**src/rtl/hcbd_pkg.sv**
```systemverilog
// Package for the HTTP chunked body decoder.
// Holds the decoder phase type, character constants, the hex digit decoder
// and the control struct passed from the step logic to the top level.
package hcbd_pkg;

    localparam int unsigned BYTE_W  = 8;
    localparam int unsigned SIZE_W  = 32;
    localparam int unsigned CNT_W   = 23;
    localparam int unsigned DIGIT_W = 4;

    localparam logic [CNT_W-1:0]  OUT_LIMIT_RESET = CNT_W'(4194304);
    localparam logic [BYTE_W-1:0] CHAR_LF         = 8'h0A;
    localparam logic [BYTE_W-1:0] CHAR_CR         = 8'h0D;

    typedef enum logic [2:0] {
        PH_SIZE,
        PH_SKIP,
        PH_DATA,
        PH_TRAIL,
        PH_DONE
    } phase_t;

    typedef struct packed {
        logic is_hex;
        logic [DIGIT_W-1:0] value;
    } hex_digit_t;

    typedef struct packed {
        logic emit;
        logic data_valid;
        logic finished;
    } step_ctrl_t;

    function automatic hex_digit_t hex_decode(input logic [BYTE_W-1:0] b);
        hex_digit_t h;
        h.is_hex = 1'b0;
        h.value  = '0;
        if (b >= 8'h30 && b <= 8'h39) begin
            h.is_hex = 1'b1;
            h.value  = DIGIT_W'(b - 8'h30);
        end else if (b >= 8'h61 && b <= 8'h66) begin
            h.is_hex = 1'b1;
            h.value  = DIGIT_W'(b - 8'h57);
        end else if (b >= 8'h41 && b <= 8'h46) begin
            h.is_hex = 1'b1;
            h.value  = DIGIT_W'(b - 8'h37);
        end
        return h;
    endfunction

endpackage

```
**src/rtl/hcbd_step.sv**
```systemverilog
// Per-byte step logic of the HTTP chunked body decoder.
// Computes the next phase, chunk countdown and output count for one byte.
// Depends on hcbd_pkg.
module hcbd_step (
    input  hcbd_pkg::phase_t                      phase,
    input  logic [hcbd_pkg::SIZE_W-1:0]           chunk_remaining,
    input  logic [hcbd_pkg::CNT_W-1:0]            out_count,
    input  logic [hcbd_pkg::CNT_W-1:0]            out_limit,
    input  logic [hcbd_pkg::BYTE_W-1:0]           raw_byte,
    input  logic                                  last_byte,
    output hcbd_pkg::phase_t                      phase_next,
    output logic [hcbd_pkg::SIZE_W-1:0]           chunk_remaining_next,
    output logic [hcbd_pkg::CNT_W-1:0]            out_count_next,
    output logic [hcbd_pkg::CNT_W-1:0]            total_length,
    output hcbd_pkg::step_ctrl_t                  ctrl
);
    import hcbd_pkg::*;

    hex_digit_t         digit;
    phase_t             eff_phase;
    logic               is_crlf;
    logic               done;
    logic               valid;
    logic               fin;
    logic [SIZE_W-1:0]  chunk_dec;
    logic [CNT_W-1:0]   count_upd;

    assign digit     = hex_decode(raw_byte);
    assign is_crlf   = (raw_byte == CHAR_CR) || (raw_byte == CHAR_LF);
    assign done      = (phase == PH_DONE);
    assign chunk_dec = chunk_remaining - SIZE_W'(1);

    always_comb begin
        if (phase == PH_TRAIL && !is_crlf) begin
            eff_phase = PH_SIZE;
        end else begin
            eff_phase = phase;
        end
        phase_next           = eff_phase;
        chunk_remaining_next = chunk_remaining;
        count_upd            = out_count;
        valid                = 1'b0;
        fin                  = 1'b0;

        case (eff_phase)
            PH_SIZE: begin
                if (digit.is_hex) begin
                    chunk_remaining_next = {chunk_remaining[SIZE_W-DIGIT_W-1:0], digit.value};
                end else if (raw_byte == CHAR_LF) begin
                    if (chunk_remaining == '0) begin
                        fin = 1'b1;
                    end else begin
                        phase_next = PH_DATA;
                    end
                end else begin
                    phase_next = PH_SKIP;
                end
            end
            PH_SKIP: begin
                if (raw_byte == CHAR_LF) begin
                    if (chunk_remaining == '0) begin
                        fin = 1'b1;
                    end else begin
                        phase_next = PH_DATA;
                    end
                end
            end
            PH_DATA: begin
                if (out_count < out_limit) begin
                    valid     = 1'b1;
                    count_upd = out_count + CNT_W'(1);
                end
                chunk_remaining_next = chunk_dec;
                if (chunk_dec == '0) begin
                    if (count_upd >= out_limit) begin
                        fin = 1'b1;
                    end else begin
                        phase_next = PH_TRAIL;
                    end
                end
            end
            default: begin
            end
        endcase

        out_count_next = count_upd;
        if (done) begin
            valid = 1'b0;
            fin   = 1'b0;
        end else begin
            if (last_byte) begin
                fin = 1'b1;
            end
            if (fin) begin
                phase_next = PH_DONE;
            end
        end
        if (last_byte) begin
            phase_next           = PH_SIZE;
            chunk_remaining_next = '0;
            out_count_next       = '0;
        end
    end

    assign total_length    = count_upd;
    assign ctrl.emit       = valid || fin;
    assign ctrl.data_valid = valid;
    assign ctrl.finished   = fin;

endmodule

```
**src/rtl/http_chunked_body_decoder_core.sv**
```systemverilog
// Top level of the HTTP chunked body decoder: state registers, limit
// register and result register. Depends on hcbd_pkg and hcbd_step.
//
//  Channel  | Ports                                            | Direction
//  ---------+--------------------------------------------------+----------
//  input    | s_valid, s_ready, s_raw_byte, s_last_byte        | in
//  result   | m_valid, m_ready, m_data_byte, m_data_valid,     | out
//           | m_finished, m_total_length                       |
//  config   | cfg_wr_en, cfg_wr_data                           | in
//
// Each byte request is decoded combinationally from the phase, chunk countdown
// and output count registers into a single result register, so a new
// request is taken every cycle while results drain. The input stalls only
// while a result is held and m_ready is low. Reset is synchronous and
// returns the decoder to the size phase with the limit at its reset value.
module http_chunked_body_decoder_core (
    input  logic                              aclk,
    input  logic                              aresetn,
    input  logic                              s_valid,
    output logic                              s_ready,
    input  logic [hcbd_pkg::BYTE_W-1:0]       s_raw_byte,
    input  logic                              s_last_byte,
    output logic                              m_valid,
    input  logic                              m_ready,
    output logic [hcbd_pkg::BYTE_W-1:0]       m_data_byte,
    output logic                              m_data_valid,
    output logic                              m_finished,
    output logic [hcbd_pkg::CNT_W-1:0]        m_total_length,
    input  logic                              cfg_wr_en,
    input  logic [hcbd_pkg::CNT_W-1:0]        cfg_wr_data
);
    import hcbd_pkg::*;

    phase_t              phase_reg;
    phase_t              phase_next;
    logic [SIZE_W-1:0]   chunk_reg;
    logic [SIZE_W-1:0]   chunk_next;
    logic [CNT_W-1:0]    count_reg;
    logic [CNT_W-1:0]    count_next;
    logic [CNT_W-1:0]    limit_reg;
    logic [CNT_W-1:0]    total_next;
    step_ctrl_t          ctrl;

    logic                m_valid_reg;
    logic [BYTE_W-1:0]   m_data_byte_reg;
    logic                m_data_valid_reg;
    logic                m_finished_reg;
    logic [CNT_W-1:0]    m_total_length_reg;
    logic                accept;

    hcbd_step u_step (
        .phase                (phase_reg),
        .chunk_remaining      (chunk_reg),
        .out_count            (count_reg),
        .out_limit            (limit_reg),
        .raw_byte             (s_raw_byte),
        .last_byte            (s_last_byte),
        .phase_next           (phase_next),
        .chunk_remaining_next (chunk_next),
        .out_count_next       (count_next),
        .total_length         (total_next),
        .ctrl                 (ctrl)
    );

    assign s_ready = !m_valid_reg || m_ready;
    assign accept  = s_valid && s_ready;

    always_ff @(posedge aclk) begin
        if (!aresetn) begin
            phase_reg <= PH_SIZE;
            chunk_reg <= '0;
            count_reg <= '0;
        end else if (accept) begin
            phase_reg <= phase_next;
            chunk_reg <= chunk_next;
            count_reg <= count_next;
        end
    end

    always_ff @(posedge aclk) begin
        if (!aresetn) begin
            limit_reg <= OUT_LIMIT_RESET;
        end else if (cfg_wr_en) begin
            limit_reg <= cfg_wr_data;
        end
    end

    always_ff @(posedge aclk) begin
        if (!aresetn) begin
            m_valid_reg <= 1'b0;
        end else if (accept && ctrl.emit) begin
            m_valid_reg <= 1'b1;
        end else if (m_ready) begin
            m_valid_reg <= 1'b0;
        end
    end

    always_ff @(posedge aclk) begin
        if (accept && ctrl.emit) begin
            m_data_byte_reg    <= ctrl.data_valid ? s_raw_byte : '0;
            m_data_valid_reg   <= ctrl.data_valid;
            m_finished_reg     <= ctrl.finished;
            m_total_length_reg <= total_next;
        end
    end

    assign m_valid        = m_valid_reg;
    assign m_data_byte    = m_data_byte_reg;
    assign m_data_valid   = m_data_valid_reg;
    assign m_finished     = m_finished_reg;
    assign m_total_length = m_total_length_reg;

`ifndef ASSERT_OFF
    a_result_has_content: assert property (@(posedge aclk) disable iff (!aresetn)
        m_valid |-> (m_data_valid || m_finished))
        else $error("Result without data or finish flag.");

    a_no_byte_zero: assert property (@(posedge aclk) disable iff (!aresetn)
        (m_valid && !m_data_valid) |-> (m_data_byte == '0))
        else $error("Result without data carries a nonzero byte.");

    a_last_restarts: assert property (@(posedge aclk) disable iff (!aresetn)
        (s_valid && s_ready && s_last_byte) |=>
            (phase_reg == PH_SIZE && chunk_reg == '0 && count_reg == '0))
        else $error("Decoder did not restart after the last byte.");
`endif

endmodule
```
**config.mk**
```make
export PLATFORM = sky130hd
export DESIGN_NAME = http_chunked_body_decoder_core
export DESIGN_NICKNAME = d
export VERILOG_FILES = /design/src/rtl/hcbd_pkg.sv /design/src/rtl/hcbd_step.sv /design/src/rtl/http_chunked_body_decoder_core.sv
export SDC_FILE = /design/constraint.sdc
export NUM_CORES = 1
export LEC_CHECK = 0
export ABC_AREA = 0
export BUFFER_PORTS_ARGS = -buffer_cell sky130_fd_sc_hd__buf_4
export CORE_MARGIN = 3
export CORE_UTILIZATION = 40
export DETAILED_ROUTE_END_ITERATION = 10
export PLACE_DENSITY = 0.55
export SLEW_MARGIN = 5
export SYNTH_ARGS = -nofsm -noshare
export SYNTH_HDL_FRONTEND = slang
export SYNTH_HIERARCHICAL = 1
export SYNTH_SLANG_ARGS = --single-unit
```
**constraint.sdc**
```tcl
create_clock -name aclk -period 18.3 [get_ports aclk]
set_clock_uncertainty 0.1 [all_clocks]
set_input_delay 3.66 -clock aclk [delete_from_list [all_inputs] [get_ports aclk]]
set_output_delay 3.66 -clock aclk [all_outputs]
set_load 0.01 [all_outputs]
```
==> results of run 1 <==
cell type report:
class                           count  area (um^2)
Multi-Input combinational cell    824         5620
Fill cell                        2146        11300
Tap cell                          275          344
Sequential cell                   115         2630
Timing Repair Buffer               78          586
Inverter                           35          131
Clock buffer                       23          478
Clock inverter                      8          126
path summary, 6_finish.rpt:
| check | end | cells after the start |
|---|---|---|
| setup / recovery | s_ready | 3 |
| hold / removal | limit_reg[22] | 2 |
| hold reg to reg | limit_reg[22] | 2 |
| setup reg to reg | m_total_length[22] | 17 |
tightest hold or removal path: stages, from the launching register on:
cell and delay (ps):
dfxtp_1 320, mux2i_1 70, nand2_1 60
per-layer routing:
metal  GRT usage [%]  part of all wire (%)  up-vias
met5               0                     0        -
met4            6.10                   1.6        0
met3            3.15                   4.4       28
met2            31.7                    47      176
met1            26.2                    47     3561
li1                -                     -     3791
placed cells by master (no fill, tap or decap), drive strengths merged, types with 4 or more instances in the layout:
master,netlist,routed
or4,8,8
nor4b,6,6
a2111oi,5,5
nor3,33,33
a21o,9,9
ha,53,53
nor3b,5,5
and2,11,11
a31oi,7,7
o31ai,6,6
nor4,14,14
inv,35,35
xnor2,43,43
mux2,20,20
nor2,69,69
o22ai,5,5
clkbuf,54,23
a221oi,4,4
or3,13,13
nand2b,5,5
nand3,39,39
nor2b,45,45
edfxtp,33,33
nand4b,7,7
nand4,18,18
and3,16,16
a211oi,9,9
nand2,159,159
dfxtp,82,82
and4,6,6
o21a,4,4
a222oi,9,9
buf,19,78
xor2,18,18
a21oi,46,46
o21ai,29,29
mux2i,81,81
cell families (layout without fill, tap and decap cells):
| family | Yosys count | count (layout) | synth area share [%] |
|---|---|---|---|
| adders and majority gates | 53 | 53 | 7.61 |
| xor gates and xnor gates | 61 | 61 | 6.13 |
| buffers and inverters | 108 | 144 | 5.47 |
| and+or+nand+nor | 459 | 459 | 27.0 |
| AOI/OAI and AO/OA | 150 | 150 | 11.7 |
| muxes | 101 | 101 | 11.9 |
| DFF | 115 | 115 | 30.2 |
where the power goes:
part	internal (mW)	switching [mW]
sequential	0.269	0.00575
combinational	0.0438	0.0666
clock	0.224	0.124
synthesized netlist by cell type (24+ instances only):
cell type  count  area [um^2]
nor2b_1       45          282
nand2_1      159          597
mux2i_1       81          811
edfxtp_1      33          991
inv_1         35          131
a21oi_1       46          230
o21ai_0       24          120
clkbuf_1      54          203
xnor2_1       43          377
dfxtp_1       82         1640
nor2_1        69          259
nor3_1        32          160
nand3_1       39          195
ha_1          53          663
per-stage QoR:
stage	utilization (%)	setup slack, ps	cell area (um^2)	power, mW
after global routing	46.7	10460	9920	0.765
final	46.7	10470	9920	0.733
after floorplan	-	10740	8710	0.362
after detailed placement	43.9	10470	9310	0.390
after CTS	46.7	10470	9920	0.740
after global placement	43.9	10470	9310	0.389
==> impl_metrics.json, run 1 <==
{
  "syn_avg_cell_area_um2": 8.32,
  "post_cts_buffers": 0,
  "startpoint_type": "primary input",
  "synth-edff-count": 33,
  "finalHoldViolCount": 0,
  "cts_tree": "built",
  "antenna_found_initial": 0,
  "dp_cells": 1327,
  "endpoint_kind": "primary output",
  "path_cells": "buf_4, nand2b_4, buf_4",
  "fin_hold_ws_ps": 376,
  "cpPeakStageDelay_ps": 140,
  "crit_type": "in2out",
  "clkSinkCount": 115,
  "cp_num_buf_inv": 2,
  "seq_area_frac_synth_pct": 30.2,
  "max_cap_violations": 0,
  "status": "finished clean",
  "async_reset_ff_share_pct": 0,
  "grt_max_degree": 103,
  "r2r_start": "count_reg[17]",
  "synth_seq_cells": 115,
  "post-route-period-util_pct": 42.8,
  "cts-root-buf": "clkbuf_16",
  "tightest_slew_ps": 1090,
  "holdCritStartpoint": "limit_reg[22]",
  "grt_pass1_wl_um": 37900,
  "ys_dominant_reg_cell": "dfxtp_1",
  "hp-class": "reg2reg",
  "path_max_fanout": 4,
  "dieArea_mm2": 0.0236,
  "wl_um": 22500,
  "finalMaxSlewViolations": 0,
  "post-route-min-period_ps": 7830,
  "ios": 72,
  "fin_cells": 1358,
  "clk_pin_slew_ps": 50,
  "first_pass_iters": 5,
  "p_per_area_mw_per_mm2": 74.0,
  "synth_cells": 1047,
  "yosys_warnings": 6,
  "num_rows": 53,
  "drive_gt1_share_pct": 13.1,
  "core_area_mm2": 0.0212,
  "drc_errors": 0,
  "antenna_cells": 0,
  "die-width_um": 154,
  "finalNetCount": 1161,
  "wl_per_cell_um": 16.6,
  "insertion_delay_ps": 420,
  "leakage_nw": 4.12,
  "slew_headroom_pct": 26.3,
  "yosysUniqueCellTypes": 70,
  "track_usage_pct": 19.4,
  "rsz0062_at_grt": "no",
  "antenna_left": 0,
  "worst_ep_required_time_ps": 14540,
  "crit_start": "m_ready",
  "clockBufferDepth": 2,
  "cts_resized": 0,
  "finalSetupTns_ps": 0,
  "initial_core_util_pct": 41.1,
  "arrival_ps": 4070,
  "via_per_inst": 5.56,
  "h-tree-depth": 4,
  "syn-num-nets": 1137,
  "cts_buffers": 17,
  "cpMostUsedCell": "buf_4",
  "grt_pass1_vias": 7288,
  "max-vdd-ir-drop_mv": 0.0569,
  "die-height_um": 154,
  "vias": 7556,
  "area_growth_syn_to_layout_pct": 13.8,
  "hold_buffers": 0,
  "place.gp.congestion": 0.854,
  "fmax_ghz": 0.128,
  "grt-ovfl-total": 0,
  "io_buffers": 71,
  "first_iter_violations": 574,
  "crit_family": "buffers and inverters",
  "place_hpwl_um": 15200,
  "slowest_stage": "nand2b_4",
  "ff2ff_setup_slack_ps": 12440,
  "largest_reg_flops": 32,
  "syn_area_mm2": 0.00871,
  "setup_viol": 0
}
Power figures use the tool's default switching activity.
==> run 2: changes to the inputs <==
PLACE_DENSITY = 0.57   (was 0.55)
clock period = 6.84 ns   (was 18.3 ns; I/O delays follow)
==> impl_metrics.json, run 2 (synthesis gave the netlist of run 1 again) <==
{
  "insertion_delay_ps": 420,
  "die-width_um": 154,
  "rr_endpoint": "m_total_length[21]",
  "min_path_cells": 2,
  "wl_per_cell_um": 16.5,
  "finalNetCount": 1162,
  "layout_commonest_cell": "nand2_1",
  "max_cap_violations": 0,
  "wl_um": 22400,
  "postLayoutCellArea_mm2": 0.00985,
  "finalHoldViolCount": 0,
  "p_sw_uw": 523,
  "core_area_mm2": 0.0212,
  "crit_cells": 17,
  "clockBufferDepth": 2,
  "min_to": "limit_reg[22]",
  "arrival_ps": 5730,
  "worst_ep_required_time_ps": 6770,
  "h-tree-depth": 4,
  "crit_type": "reg2reg",
  "via_per_inst": 5.45,
  "post-route-min-period_ps": 5800,
  "r2r_cells": 17,
  "finalMaxSlewViolations": 0,
  "initial_core_util_pct": 41.1,
  "grt_pass1_vias": 7031,
  "tightest_slew_ps": 1100,
  "area_growth_syn_to_layout_pct": 13.0,
  "cp_num_buf_inv": 0,
  "track_usage_pct": 18.8,
  "endpoint_kind": "register",
  "place_hpwl_um": 15300,
  "ios": 72,
  "grt-ovfl-total": 0,
  "rsz0062_at_grt": "no",
  "drc_errors": 0,
  "dp_cells": 1328,
  "antenna_left": 0,
  "post_cts_buffers": 0,
  "p_per_area_mw_per_mm2": 188,
  "cts_buffers": 17,
  "finalSetupTns_ps": 0,
  "startpoint_type": "register",
  "grt_max_degree": 102,
  "vias": 7406,
  "path_cells": "ha_1, nand4_1, nor4_1, o211a_1, nand2_1, nand2_1, mux2_2, ha_1, nand2b_1, a21oi_1, nor3_1, o21ai_0, a21oi_1, nand4b_2, nand3b_1, nand2_1, nor2b_4",
  "first_pass_iters": 7,
  "crit_family": "simple AND/OR/NAND/NOR gates",
  "comb_power_share_pct": 16.0,
  "max-vdd-ir-drop_mv": 0.195,
  "leakage_nw": 4.09,
  "final_cell_mix": "159 x nand2_1, 82 x dfxtp_1, 81 x mux2i_1",
  "hp-class": "reg2reg",
  "setup_viol": 0,
  "place_area_mm2": 0.00932,
  "switching_share_pct": 28.2,
  "die-height_um": 154,
  "cpMostUsedCell": "nand2_1",
  "fmax_ghz": 0.173,
  "p_clk_share_pct": 44.4,
  "io_buffers": 71,
  "drive_gt1_share_pct": 12.9,
  "clkSinkCount": 115,
  "dieArea_mm2": 0.0236,
  "cts_resized": 0,
  "intPower_mw": 1.33,
  "clk_pin_slew_ps": 60,
  "power_frac_seq_pct": 39.6,
  "fin_cells": 1360,
  "status": "finished clean",
  "totalPowerFinal_mw": 1.85,
  "antenna_cells": 0,
  "place.gp.congestion": 0.884,
  "cts_tree": "built",
  "slowest_stage": "nor2b_4",
  "ff2ff_setup_slack_ps": 1040,
  "holdCritStartpoint": "limit_reg[22]",
  "first_iter_violations": 456,
  "slew_headroom_pct": 27.0,
  "grt_pass1_wl_um": 36600,
  "r2r_start": "count_reg[17]",
  "cts-root-buf": "clkbuf_16",
  "hold_buffers": 0,
  "cpPeakStageDelay_ps": 780,
  "largest_reg_flops": 32,
  "antenna_found_initial": 0,
  "post-route-period-util_pct": 84.7,
  "path_max_fanout": 33,
  "num_rows": 53
}
==> run 2: changes by cell type in the layout (fill, tap and decap cells not counted), moves of 2 or more <==
| cell | delta |
|---|---|
| bufinv_16 | -2 |
| clkbuf_8 | -3 |
| clkinv_2 | +2 |
| clkinv_1 | +3 |
==> run 2: tightest hold or removal path, cell delays in order, from the launching register on <==
cell	delay, ps
dfxtp_1	320
mux2i_1	70
nand2_1	60
==> run 2: power by group through the flow <==
stage / Sequential, mW / Clock, mW / Combinational [mW]
after CTS: 0.734 / 0.841 / 0.297
after global placement: 0.748 / 0 / 0.294
final: 0.734 / 0.823 / 0.296
after detailed placement: 0.749 / 0 / 0.296
after global routing: 0.737 / 0.871 / 0.328
after floorplan: 0.746 / 0 / 0.221
==> run 2: cell type report <==
class	instances	area (um^2)
fillers	2109	11400
multi-input cells	824	5620
flip-flops and latches	115	2630
repair buffers	79	593
clock buffers	21	440
well taps	275	344
inverters	35	131
clock inverters	11	87.6
==> run 2: metal layers <==
layer  wire length [um]  track usage, %  up-vias
met3                823            3.21       27
met2              10500            30.5      132
met5                  0               0        -
met1              10700            25.9     3467
met4                336            5.38        0
li1                   -               -     3780
==> run 2: how the worst max path moves through the flow <==
| stage | startpoint | to | slack [ps] |
|---|---|---|---|
| floorplan | count_reg[16] | m_data_byte[0] | 1060 |
| global placement | count_reg[18] | m_total_length[19] | 1070 |
| detailed placement | count_reg[17] | m_total_length[13] | 1030 |
| CTS | count_reg[18] | m_total_length[21] | 1000 |
| global route | count_reg[18] | m_total_length[21] | 640 |
| finish | count_reg[17] | m_total_length[21] | 1040 |
==> run 2: metrics by stage <==
stage / setup WS (ps) / hold WS [ps] / util [%]
floorplan: 1060 / 331 / -
global placement: 1070 / 362 / 43.9
detailed placement: 1030 / 363 / 43.9
CTS: 1000 / 379 / 46.4
global route: 639 / 416 / 46.4
finish: 1040 / 378 / 46.4
